$ cat src/sv/rgb_pwm_led_rainbow_driver_defines.svh
// assertion macros for the rgb pwm led rainbow driver
`ifndef RGB_PWM_LED_RAINBOW_DRIVER_DEFINES_SVH
`define RGB_PWM_LED_RAINBOW_DRIVER_DEFINES_SVH

`ifndef ASSERT_OFF
`define CHK_ALWAYS(lbl, prop, msg) \
    lbl: assert property (@(posedge clk) disable iff (!rst_n) (prop)) else $error(msg);
`define CHK_NEXT(lbl, ante, cons, msg) \
    lbl: assert property (@(posedge clk) disable iff (!rst_n) (ante) |=> (cons)) \
        else $error(msg);
`else
`define CHK_ALWAYS(lbl, prop, msg)
`define CHK_NEXT(lbl, ante, cons, msg)
`endif

`endif

$ cat src/sv/rgbpwm_pkg.sv
// shared constants, codes and helpers for the rgb pwm led rainbow driver
package rgbpwm_pkg;

    localparam int CNT_W    = 16;
    localparam int PERIOD_W = 16;
    localparam int LVL_W    = 8;
    localparam int SCL_W    = CNT_W + LVL_W;

    localparam logic [PERIOD_W-1:0] PERIOD_RESET = PERIOD_W'(20000);
    localparam logic [LVL_W-1:0]    LVL_FULL     = LVL_W'(255);
    localparam logic [LVL_W-1:0]    LVL_ZERO     = '0;

    localparam logic [1:0] MODE_TICK    = 2'd0;
    localparam logic [1:0] MODE_SET     = 2'd1;
    localparam logic [1:0] MODE_RAINBOW = 2'd2;

    localparam logic [2:0] PH_NONE    = 3'd0;
    localparam logic [2:0] PH_RED     = 3'd1;
    localparam logic [2:0] PH_YELLOW  = 3'd2;
    localparam logic [2:0] PH_GREEN   = 3'd3;
    localparam logic [2:0] PH_CYAN    = 3'd4;
    localparam logic [2:0] PH_BLUE    = 3'd5;
    localparam logic [2:0] PH_MAGENTA = 3'd6;

    typedef logic [LVL_W-1:0] level_t;

    function automatic logic [CNT_W-1:0] counter_top(input logic [PERIOD_W-1:0] p);
        logic [CNT_W+PERIOD_W-1:0] pw;
        logic [CNT_W+PERIOD_W-1:0] mx;
        pw = (CNT_W+PERIOD_W)'(p);
        mx = (CNT_W+PERIOD_W)'({CNT_W{1'b1}});
        return (pw < mx) ? CNT_W'(pw) : CNT_W'(mx);
    endfunction

endpackage

$ cat src/sv/rgb_pwm_led_rainbow_driver.sv
// three-channel pwm led driver with rainbow fade, top level
// Takes one item per clock while the receiver takes results (out_ready): mode 0 is one
// timer tick, mode 1 loads new red/green/blue levels, mode 2 starts the rainbow fade.
// Every item yields exactly one result, carried from the input register to the result
// register that presents it, and items may follow back to back while results are taken.
// Each channel goes dark when the period
// counter reaches floor(top * level / 255); the product top * level is kept in a
// register per channel and refreshed whenever a level or pwm_period changes, and the
// counter is tracked alongside as counter * 255, so the per-tick check is two compares.
// pwm_period (cfg_we/cfg_wdata) must only be written while no item is in flight.
`include "rgb_pwm_led_rainbow_driver_defines.svh"

module rgb_pwm_led_rainbow_driver
(
    input  logic        clk,
    input  logic        rst_n,
    input  logic        cfg_we,
    input  logic [15:0] cfg_wdata,
    input  logic        in_valid,
    output logic        in_ready,
    input  logic [1:0]  mode,
    input  logic [7:0]  red_level,
    input  logic [7:0]  green_level,
    input  logic [7:0]  blue_level,
    output logic        out_valid,
    input  logic        out_ready,
    output logic        red_lit,
    output logic        green_lit,
    output logic        blue_lit,
    output logic        period_end,
    output logic [2:0]  fade_phase
);

    localparam int CNT_W = rgbpwm_pkg::CNT_W;
    localparam int SCL_W = rgbpwm_pkg::SCL_W;

    // input register
    logic                  s1_valid_reg;
    logic [1:0]            s1_mode_reg;
    rgbpwm_pkg::level_t    s1_lvl_reg [3];

    // result register
    logic                  out_valid_reg;
    logic [2:0]            out_lit_reg;
    logic                  out_pend_reg;
    logic [2:0]            out_phase_reg;

    // block state
    logic [15:0]           period_reg;
    logic [CNT_W-1:0]      cnt_reg, cnt_next;
    logic [SCL_W-1:0]      scl_reg, scl_next;
    rgbpwm_pkg::level_t    lvl_reg [3];
    rgbpwm_pkg::level_t    lvl_next [3];
    logic [2:0]            lit_reg, lit_next;
    logic                  act_reg, act_next;
    logic [2:0]            phase_reg, phase_next;
    rgbpwm_pkg::level_t    rb_reg [3];
    rgbpwm_pkg::level_t    rb_next [3];
    logic [SCL_W-1:0]      prod_reg [3];
    logic [SCL_W-1:0]      prod_next [3];

    logic                  adv;
    logic                  fire;
    logic                  pend;
    logic                  show;
    rgbpwm_pkg::level_t    show_lvl [3];
    logic [CNT_W-1:0]      top;
    logic [CNT_W-1:0]      top_next;
    logic [SCL_W:0]        lo_bound;
    logic [SCL_W:0]        hi_bound;
    logic [2:0]            hit;

    assign adv      = !out_valid_reg || out_ready;
    assign fire     = s1_valid_reg && adv;
    assign in_ready = !s1_valid_reg || adv;

    assign top      = rgbpwm_pkg::counter_top(period_reg);
    assign top_next = cfg_we ? rgbpwm_pkg::counter_top(cfg_wdata) : top;

    // compare hit when 255*(cnt+1) <= top*level < 255*(cnt+2)
    assign lo_bound = {1'b0, scl_reg} + (SCL_W+1)'(255);
    assign hi_bound = {1'b0, scl_reg} + (SCL_W+1)'(510);

    always_comb
    begin
        for (int i = 0; i < 3; i++)
        begin
            hit[i] = (lo_bound <= {1'b0, prod_reg[i]}) && ({1'b0, prod_reg[i]} < hi_bound)
                     && (lvl_reg[i] != rgbpwm_pkg::LVL_ZERO)
                     && (lvl_reg[i] != rgbpwm_pkg::LVL_FULL);
        end
    end

    always_comb
    begin
        cnt_next   = cnt_reg;
        scl_next   = scl_reg;
        lvl_next   = lvl_reg;
        lit_next   = lit_reg;
        act_next   = act_reg;
        phase_next = phase_reg;
        rb_next    = rb_reg;
        pend       = 1'b0;
        show       = 1'b0;
        show_lvl   = lvl_reg;
        if (fire)
        begin
            unique case (s1_mode_reg)
                rgbpwm_pkg::MODE_TICK:
                begin
                    if (cnt_reg >= top)
                    begin
                        pend     = 1'b1;
                        cnt_next = '0;
                        scl_next = '0;
                        for (int i = 0; i < 3; i++)
                        begin
                            lit_next[i] = (lvl_reg[i] != rgbpwm_pkg::LVL_ZERO);
                        end
                        if (act_reg)
                        begin
                            unique case (phase_reg)
                                rgbpwm_pkg::PH_RED:
                                begin
                                    show = 1'b1;
                                    show_lvl[0] = rgbpwm_pkg::LVL_FULL;
                                    show_lvl[2] = rgbpwm_pkg::LVL_ZERO;
                                    if (rb_reg[1] != rgbpwm_pkg::LVL_FULL)
                                    begin
                                        rb_next[1]  = rb_reg[1] + 8'd1;
                                        show_lvl[1] = rb_reg[1] + 8'd1;
                                    end
                                    else
                                    begin
                                        phase_next  = rgbpwm_pkg::PH_YELLOW;
                                        show_lvl[1] = rgbpwm_pkg::LVL_FULL;
                                    end
                                end
                                rgbpwm_pkg::PH_YELLOW:
                                begin
                                    show = 1'b1;
                                    show_lvl[1] = rgbpwm_pkg::LVL_FULL;
                                    show_lvl[2] = rgbpwm_pkg::LVL_ZERO;
                                    if (rb_reg[0] != rgbpwm_pkg::LVL_ZERO)
                                    begin
                                        rb_next[0]  = rb_reg[0] - 8'd1;
                                        show_lvl[0] = rb_reg[0] - 8'd1;
                                    end
                                    else
                                    begin
                                        phase_next  = rgbpwm_pkg::PH_GREEN;
                                        show_lvl[0] = rgbpwm_pkg::LVL_ZERO;
                                    end
                                end
                                rgbpwm_pkg::PH_GREEN:
                                begin
                                    show = 1'b1;
                                    show_lvl[0] = rgbpwm_pkg::LVL_ZERO;
                                    show_lvl[1] = rgbpwm_pkg::LVL_FULL;
                                    if (rb_reg[2] != rgbpwm_pkg::LVL_FULL)
                                    begin
                                        rb_next[2]  = rb_reg[2] + 8'd1;
                                        show_lvl[2] = rb_reg[2] + 8'd1;
                                    end
                                    else
                                    begin
                                        phase_next  = rgbpwm_pkg::PH_CYAN;
                                        show_lvl[2] = rgbpwm_pkg::LVL_FULL;
                                    end
                                end
                                rgbpwm_pkg::PH_CYAN:
                                begin
                                    show = 1'b1;
                                    show_lvl[0] = rgbpwm_pkg::LVL_ZERO;
                                    show_lvl[2] = rgbpwm_pkg::LVL_FULL;
                                    if (rb_reg[1] != rgbpwm_pkg::LVL_ZERO)
                                    begin
                                        rb_next[1]  = rb_reg[1] - 8'd1;
                                        show_lvl[1] = rb_reg[1] - 8'd1;
                                    end
                                    else
                                    begin
                                        phase_next  = rgbpwm_pkg::PH_BLUE;
                                        show_lvl[1] = rgbpwm_pkg::LVL_ZERO;
                                    end
                                end
                                rgbpwm_pkg::PH_BLUE:
                                begin
                                    show = 1'b1;
                                    show_lvl[1] = rgbpwm_pkg::LVL_ZERO;
                                    show_lvl[2] = rgbpwm_pkg::LVL_FULL;
                                    if (rb_reg[0] != rgbpwm_pkg::LVL_FULL)
                                    begin
                                        rb_next[0]  = rb_reg[0] + 8'd1;
                                        show_lvl[0] = rb_reg[0] + 8'd1;
                                    end
                                    else
                                    begin
                                        phase_next  = rgbpwm_pkg::PH_MAGENTA;
                                        show_lvl[0] = rgbpwm_pkg::LVL_FULL;
                                    end
                                end
                                rgbpwm_pkg::PH_MAGENTA:
                                begin
                                    show = 1'b1;
                                    show_lvl[0] = rgbpwm_pkg::LVL_FULL;
                                    show_lvl[1] = rgbpwm_pkg::LVL_ZERO;
                                    if (rb_reg[2] != rgbpwm_pkg::LVL_ZERO)
                                    begin
                                        rb_next[2]  = rb_reg[2] - 8'd1;
                                        show_lvl[2] = rb_reg[2] - 8'd1;
                                    end
                                    else
                                    begin
                                        phase_next  = rgbpwm_pkg::PH_RED;
                                        show_lvl[2] = rgbpwm_pkg::LVL_ZERO;
                                    end
                                end
                                default:
                                begin
                                end
                            endcase
                        end
                    end
                    else
                    begin
                        cnt_next = cnt_reg + CNT_W'(1);
                        scl_next = scl_reg + SCL_W'(255);
                        for (int i = 0; i < 3; i++)
                        begin
                            if (hit[i])
                            begin
                                lit_next[i] = 1'b0;
                            end
                        end
                    end
                end
                rgbpwm_pkg::MODE_SET:
                begin
                    show     = 1'b1;
                    show_lvl = s1_lvl_reg;
                end
                rgbpwm_pkg::MODE_RAINBOW:
                begin
                    act_next    = 1'b1;
                    phase_next  = rgbpwm_pkg::PH_RED;
                    rb_next[0]  = rgbpwm_pkg::LVL_FULL;
                    rb_next[1]  = rgbpwm_pkg::LVL_ZERO;
                    rb_next[2]  = rgbpwm_pkg::LVL_ZERO;
                    show        = 1'b1;
                    show_lvl[0] = rgbpwm_pkg::LVL_FULL;
                    show_lvl[1] = rgbpwm_pkg::LVL_ZERO;
                    show_lvl[2] = rgbpwm_pkg::LVL_ZERO;
                end
                default:
                begin
                end
            endcase
        end
        if (show)
        begin
            lvl_next = show_lvl;
            cnt_next = '0;
            scl_next = '0;
            for (int i = 0; i < 3; i++)
            begin
                lit_next[i] = (show_lvl[i] != rgbpwm_pkg::LVL_ZERO);
            end
        end
    end

    // top*level per channel, kept in step with levels and pwm_period
    always_comb
    begin
        for (int i = 0; i < 3; i++)
        begin
            prod_next[i] = SCL_W'(top_next) * SCL_W'(lvl_next[i]);
        end
    end

    always_ff @(posedge clk or negedge rst_n)
    begin
        if (!rst_n)
        begin
            s1_valid_reg  <= 1'b0;
            out_valid_reg <= 1'b0;
            period_reg    <= rgbpwm_pkg::PERIOD_RESET;
            cnt_reg       <= '0;
            scl_reg       <= '0;
            lit_reg       <= '0;
            act_reg       <= 1'b0;
            phase_reg     <= rgbpwm_pkg::PH_NONE;
            for (int i = 0; i < 3; i++)
            begin
                lvl_reg[i]  <= '0;
                rb_reg[i]   <= '0;
                prod_reg[i] <= '0;
            end
        end
        else
        begin
            if (in_ready)
            begin
                s1_valid_reg <= in_valid;
            end
            if (adv)
            begin
                out_valid_reg <= s1_valid_reg;
            end
            if (cfg_we)
            begin
                period_reg <= cfg_wdata;
            end
            cnt_reg   <= cnt_next;
            scl_reg   <= scl_next;
            lit_reg   <= lit_next;
            act_reg   <= act_next;
            phase_reg <= phase_next;
            lvl_reg   <= lvl_next;
            rb_reg    <= rb_next;
            prod_reg  <= prod_next;
        end
    end

    always_ff @(posedge clk)
    begin
        if (in_valid && in_ready)
        begin
            s1_mode_reg   <= mode;
            s1_lvl_reg[0] <= red_level;
            s1_lvl_reg[1] <= green_level;
            s1_lvl_reg[2] <= blue_level;
        end
        if (fire)
        begin
            out_lit_reg   <= lit_next;
            out_pend_reg  <= pend;
            out_phase_reg <= phase_next;
        end
    end

    assign out_valid  = out_valid_reg;
    assign red_lit    = out_lit_reg[0];
    assign green_lit  = out_lit_reg[1];
    assign blue_lit   = out_lit_reg[2];
    assign period_end = out_pend_reg;
    assign fade_phase = out_phase_reg;

    `CHK_ALWAYS(a_prod_red, prod_reg[0] == SCL_W'(top) * SCL_W'(lvl_reg[0]), "red product stale")
    `CHK_ALWAYS(a_prod_blue, prod_reg[2] == SCL_W'(top) * SCL_W'(lvl_reg[2]), "blue product stale")
    `CHK_ALWAYS(a_scaled_cnt, scl_reg == SCL_W'(cnt_reg) * SCL_W'(255), "scaled counter off")
    `CHK_ALWAYS(a_phase_act, act_reg == (phase_reg != rgbpwm_pkg::PH_NONE), "phase vs active")
    `CHK_NEXT(a_out_hold, out_valid_reg && !out_ready, out_valid_reg, "result dropped")

endmodule

$ cat config.mk
export PLATFORM = sky130hd
export DESIGN_NAME = rgb_pwm_led_rainbow_driver
export DESIGN_NICKNAME = d
export VERILOG_FILES = /design/src/sv/rgbpwm_pkg.sv /design/src/sv/rgb_pwm_led_rainbow_driver.sv
export VERILOG_INCLUDE_DIRS = /design/src /design/src/sv
export SDC_FILE = /design/constraint.sdc
export NUM_CORES = 1
export LEC_CHECK = 0
export ABC_CLOCK_PERIOD_IN_PS = 10000
export BUFFER_PORTS_ARGS = -buffer_cell sky130_fd_sc_hd__buf_4
export CAP_MARGIN = 20
export CELL_PAD_IN_SITES_DETAIL_PLACEMENT = 0
export CELL_PAD_IN_SITES_GLOBAL_PLACEMENT = 1
export CORE_MARGIN = 8
export CORE_UTILIZATION = 40
export CTS_CLUSTER_SIZE = 30
export DETAILED_ROUTE_END_ITERATION = 10
export MAX_ROUTING_LAYER = met4
export PLACE_DENSITY = 0.72
export SYNTH_ARGS = -nofsm -noshare
export SYNTH_HDL_FRONTEND = slang
export SYNTH_SLANG_ARGS = --single-unit
$ cat constraint.sdc
create_clock -name clk -period 10 [get_ports clk]
set_input_delay 2 -clock clk [delete_from_list [all_inputs] [get_ports clk]]
set_output_delay 2 -clock clk [all_outputs]
set_load 0.005 [all_outputs]
# Word-level counts from Yosys, hierarchy flattened
# Cells that the tools add are included.
op_classes:
  addsub: 10
  n_mul: 3
  order_cmp: 9
  eq_ne: 25
  mux: 59
  n_reduce_logical: 35
op_table:
  columns: ["cell", "count"]
  rows:
  - ["2-to-1 mux 24 bit", 10]
  - ["one-hot mux 24 bit (6 select lines)", 1]
  - ["2-to-1 mux 16 bit", 7]
  - ["2-to-1 mux 8 bit", 12]
  - ["<= comparator 25 x 24 -> 1 bit", 3]
  - ["less-than comparator 24 x 25 -> 1 bit", 3]
  - ["multiplier 16 x 8 -> 24 bit", 3]
  - ["one-hot mux 24 bit (3 select lines)", 1]
  - ["nonzero test 8 bit", 9]
  - ["!= test 8 bit (second input constant)", 6]
  - ["one-hot mux 24 bit (2 select lines)", 1]
  - ["one-hot mux 8 bit (2 select lines)", 3]
  - ["2-to-1 mux 3 bit", 13]
  - ["less-than comparator 16 bit (second input constant)", 2]
  - ["adder 24 x 8 -> 25 bit (second input constant)", 1]
  - ["adder 24 x 9 -> 25 bit (second input constant)", 1]
  - ["adder 24 x 8 -> 24 bit (second input constant)", 1]
  - ["adder 8 x 1 -> 8 bit (second input constant)", 3]
  - ["subtractor 8 x 1 -> 8 bit (second input constant)", 3]
  - ["AND reduction 7 bit", 3]
  - ["!= test 3 bit (second input constant)", 6]
  - ["one-hot mux 3 bit (6 select lines)", 1]
  - ["adder 16 x 1 -> 16 bit (second input constant)", 1]
  - [">= comparator 16 bit", 1]
  - ["18 further kinds", 46]
totals:
  register_bits: 218
  in_bits: 47
  out_inout_bits: 9
  word_cells: 165

# Logic depth before layout (Yosys ltp)
depth:
  word_depth: 10
  depth_mapped: 32
  mapped_depth_nobuf: 29

# Worst setup path after synthesis
# Ideal clock, no wire load.
synth_timing:
  path_kind: "input to register"
  start: "input port out_ready"
  end: "register prod_reg[71] in the netlist's numbering"
  setup_ns: 0.080
  arrival_time_ns: 7.907
  required_time_ns: 9.920
  path_slack_ns: 2.013
  path_stages: 25
  n_path_buf: 1
  path_cell_list: "nand2b_1 nand2_1 inv_1 nand2b_1 nor2_1 buf_2 mux2i_1 or2_2 fa_1 fa_1 inv_1 fa_1 inv_1 fa_1 inv_1 ha_1 o21a_1 o31a_1 o41ai_1 o221ai_1 a31oi_1 o211ai_1 a31o_2 a21oi_1 xnor2_1"
synth_lines:
  columns: ["item", "line_no", "text"]
  rows:
  - ["start, declared", "rgb_pwm_led_rainbow_driver.sv:26", "input logic out_ready,"]
  - ["end signal, assigned", "rgb_pwm_led_rainbow_driver.sv:321", "prod_reg <= prod_next;"]
  - ["end, declared", "rgb_pwm_led_rainbow_driver.sv:59", "logic [SCL_W-1:0] prod_reg [3];"]

==> results.json <==
{
  "status": "complete, no violations",
  "firstDrtPassIters": 6,
  "path_max_fanout": 17,
  "start_util_pct": 40.2,
  "drive_above_1_share_pct": 8.20,
  "track_usage_pct": 22.9,
  "maxCapViolCount": 0,
  "crit_path_top_delay_cell": "a211oi_1",
  "tns_ns": 0,
  "grt_use_met1_pct": 29.3,
  "slew_headroom_pct": 29.9,
  "timing.fmax_mhz": 115,
  "yosysTopAreaCellShare_pct": 19.2,
  "antenna_found_initial": 0,
  "grtUsageMet2_pct": 37.7,
  "syn-num-nets": 3640,
  "yosys-top-cells-area": "fa_1 (19%), dfrtp_1 (17%), ha_1 (15%)",
  "numCtsBuffers": 28,
  "cts-resized-gates": 0,
  "vias": 21658,
  "hold_violations": 0,
  "core_sq_um": 65500,
  "final_util_pct": 43.9,
  "wl_per_cell_um": 20.9,
  "fin_crit_sh_pct": 87.3,
  "tightest_slew_ns": 1.03,
  "clock_latency_ns": 0.58,
  "cts_setup_buffers": 0,
  "ctsHoldBuffers": 0,
  "hold_depth": 1,
  "hold_ws_ns": 0.514,
  "yosysTopAreaCell": "fa_1",
  "area_delta_synth_final_pct": 9.22,
  "clockBufferDepth": 3,
  "async_flop_share_pct": 84.9,
  "design.die.area_sq_um": 74300,
  "start_kind": "flop",
  "end_kind": "flop",
  "met3_usage_pct": 2.49,
  "crit_start": "period_reg[14]",
  "numPortBuffers": 55,
  "grt_max_degree": 73,
  "place_hpwl_um": 65700,
  "cts_max_level": 1,
  "clk_pin_slew_ns": 0.06,
  "drc": 0,
  "rsz0062_at_grt": "false",
  "slowest_delay_ns": 0.63,
  "synth_edf_count": 33,
  "grt_pass1_vias": 22569,
  "ys_warn_count": 0,
  "synthFlopType": "dfrtp_1",
  "viasPerCell": 5.52,
  "cts_sinks": 218,
  "gp_congestion": 0.916,
  "yosysSeqAreaShare_pct": 21.4,
  "synth_cells": 3034,
  "hold_path.startpoint": "cnt_reg[15]",
  "rows": 94,
  "cts_tree": "done",
  "root_buffer": "clkbuf_16",
  "fp.dieW_um": 273,
  "yosysMostFrequentCell": "nor2_1",
  "pin_count": 56,
  "period_needed_ns": 8.73,
  "final_nets": 3644,
  "avgSynthCellArea_sq_um": 8.68,
  "die_y_um": 273,
  "synthDistinctLibCells": 92,
  "grt.overflow.total": 0,
  "critPathArrivalTime_ns": 9.23,
  "synth_common_cells": "nor2_1 (471), inv_1 (467), ha_1 (307), fa_1 (252), dfrtp_1 (180)",
  "grt_pass1_wl_um": 131000,
  "hold_class": "reg2reg",
  "ys_ff_latch": 218,
  "antenna_left": 0,
  "fin_worst_skew_ns": 0.0399,
  "cp.required_ns": 10.50,
  "crit_type": "reg2reg",
  "reg2reg_from": "period_reg[14]",
  "grt.busiest_layer": "met2",
  "finalSetupViolCount": 0,
  "largest_reg_flops": 72,
  "final_max_slew_viol_count": 0,
  "wirelength_um": 82200,
  "worst_slack_ns": 1.27,
  "pre_cts_slack_ns": 0.872,
  "synth.cell_area_sq_um": 26300,
  "drtIter0Drc": 1528,
  "reg2reg_depth": 29
}
==> per-layer routing <==
| metal | part of all wire (%) | vias up |
|---|---|---|
| met1 | 44 | 10876 |
| met4 | 3.6 | 0 |
| met5 | 0 | - |
| met2 | 48 | 566 |
| li1 | - | 10099 |
| met3 | 4.6 | 117 |
==> metrics by stage <==
stage | std cells | area [sq um]
after CTS | 3923 | 28700
final | 3925 | 28800
after global placement | 3870 | 27700
after global routing | 3924 | 28800
after floorplan | 3034 | 26300
after detailed placement | 3871 | 27700
==> path summary, 6_finish.rpt <==
kind / end / slack, ns
hold reg to reg: cnt_reg[15] / 0.51
min in group asynchronous: rb_reg[20] / 1.35
max in group asynchronous: prod_reg[14] / 7.24
setup reg to reg: prod_reg[71] / 1.27
hold / removal: cnt_reg[15] / 0.51
setup / recovery: prod_reg[71] / 1.27
==> cell families (layout without fill, tap and decap cells) <==
logic type,Yosys count,after routing,share of synthesized area (%)
flip-flops,218,218,21.4
multiplexers,34,34,1.33
buffers and inverters,605,631,8.90
AND/OR/NAND/NOR,962,962,16.8
other,0,1,0
AO/OA/AOI/OAI,541,541,14.0
XOR/XNOR,115,115,3.83
adder cells (fa/ha/maj),559,559,33.7
==> final cells by class <==
cell class	count	area [sq um]
fillers	6404	36800
multi-input cells	2211	18400
flip-flops and latches	218	5630
inverters	469	1760
well taps	864	1080
repair buffers	110	852
clock buffers	35	757
clock inverters	17	241
diodes	1	2.50
==> layout by cell type (no fill, tap or decap), drive strengths merged, types with 8 or more instances in the layout <==
cell     synthesis  layout
and3            20      20
xnor2           79      79
nand2b          37      37
a31oi           11      11
a21o            56      56
or3             11      11
nor2           471     471
fa             252     252
o211ai          18      18
xor2            36      36
nor3            43      43
and2            17      17
a21oi          137     137
nand2          149     149
dfrtp          180     180
ha             307     307
nand3           56      56
edfxtp          33      33
inv            469     471
o21ai          115     115
o21a            33      33
a221oi          12      12
mux2i           32      32
or4              8       8
a221o           13      13
nor3b            8       8
nor4            21      21
o31ai           26      26
a211oi          14      14
buf             38     109
o221ai          13      13
clkbuf          98      36
o2111ai          9       9
a22o             9       9
nor2b           23      23
or2             38      38
nand4           41      41
==> worst max-delay path: cells and delay by family, from the launching register on <==
family | cells | cell delay, ns
simple gates | 4 | 1.05
buf+inv | 5 | 0.47
compound gates | 12 | 3.61
fa+ha+maj | 6 | 2.63
flops | 1 | 0.57
xor+xnor | 1 | 0.13
mux | 1 | 0.17
Power is left out: the tool's default activity adds up to more than one toggle a clock period on the data nets, which glitch-free logic cannot reach.
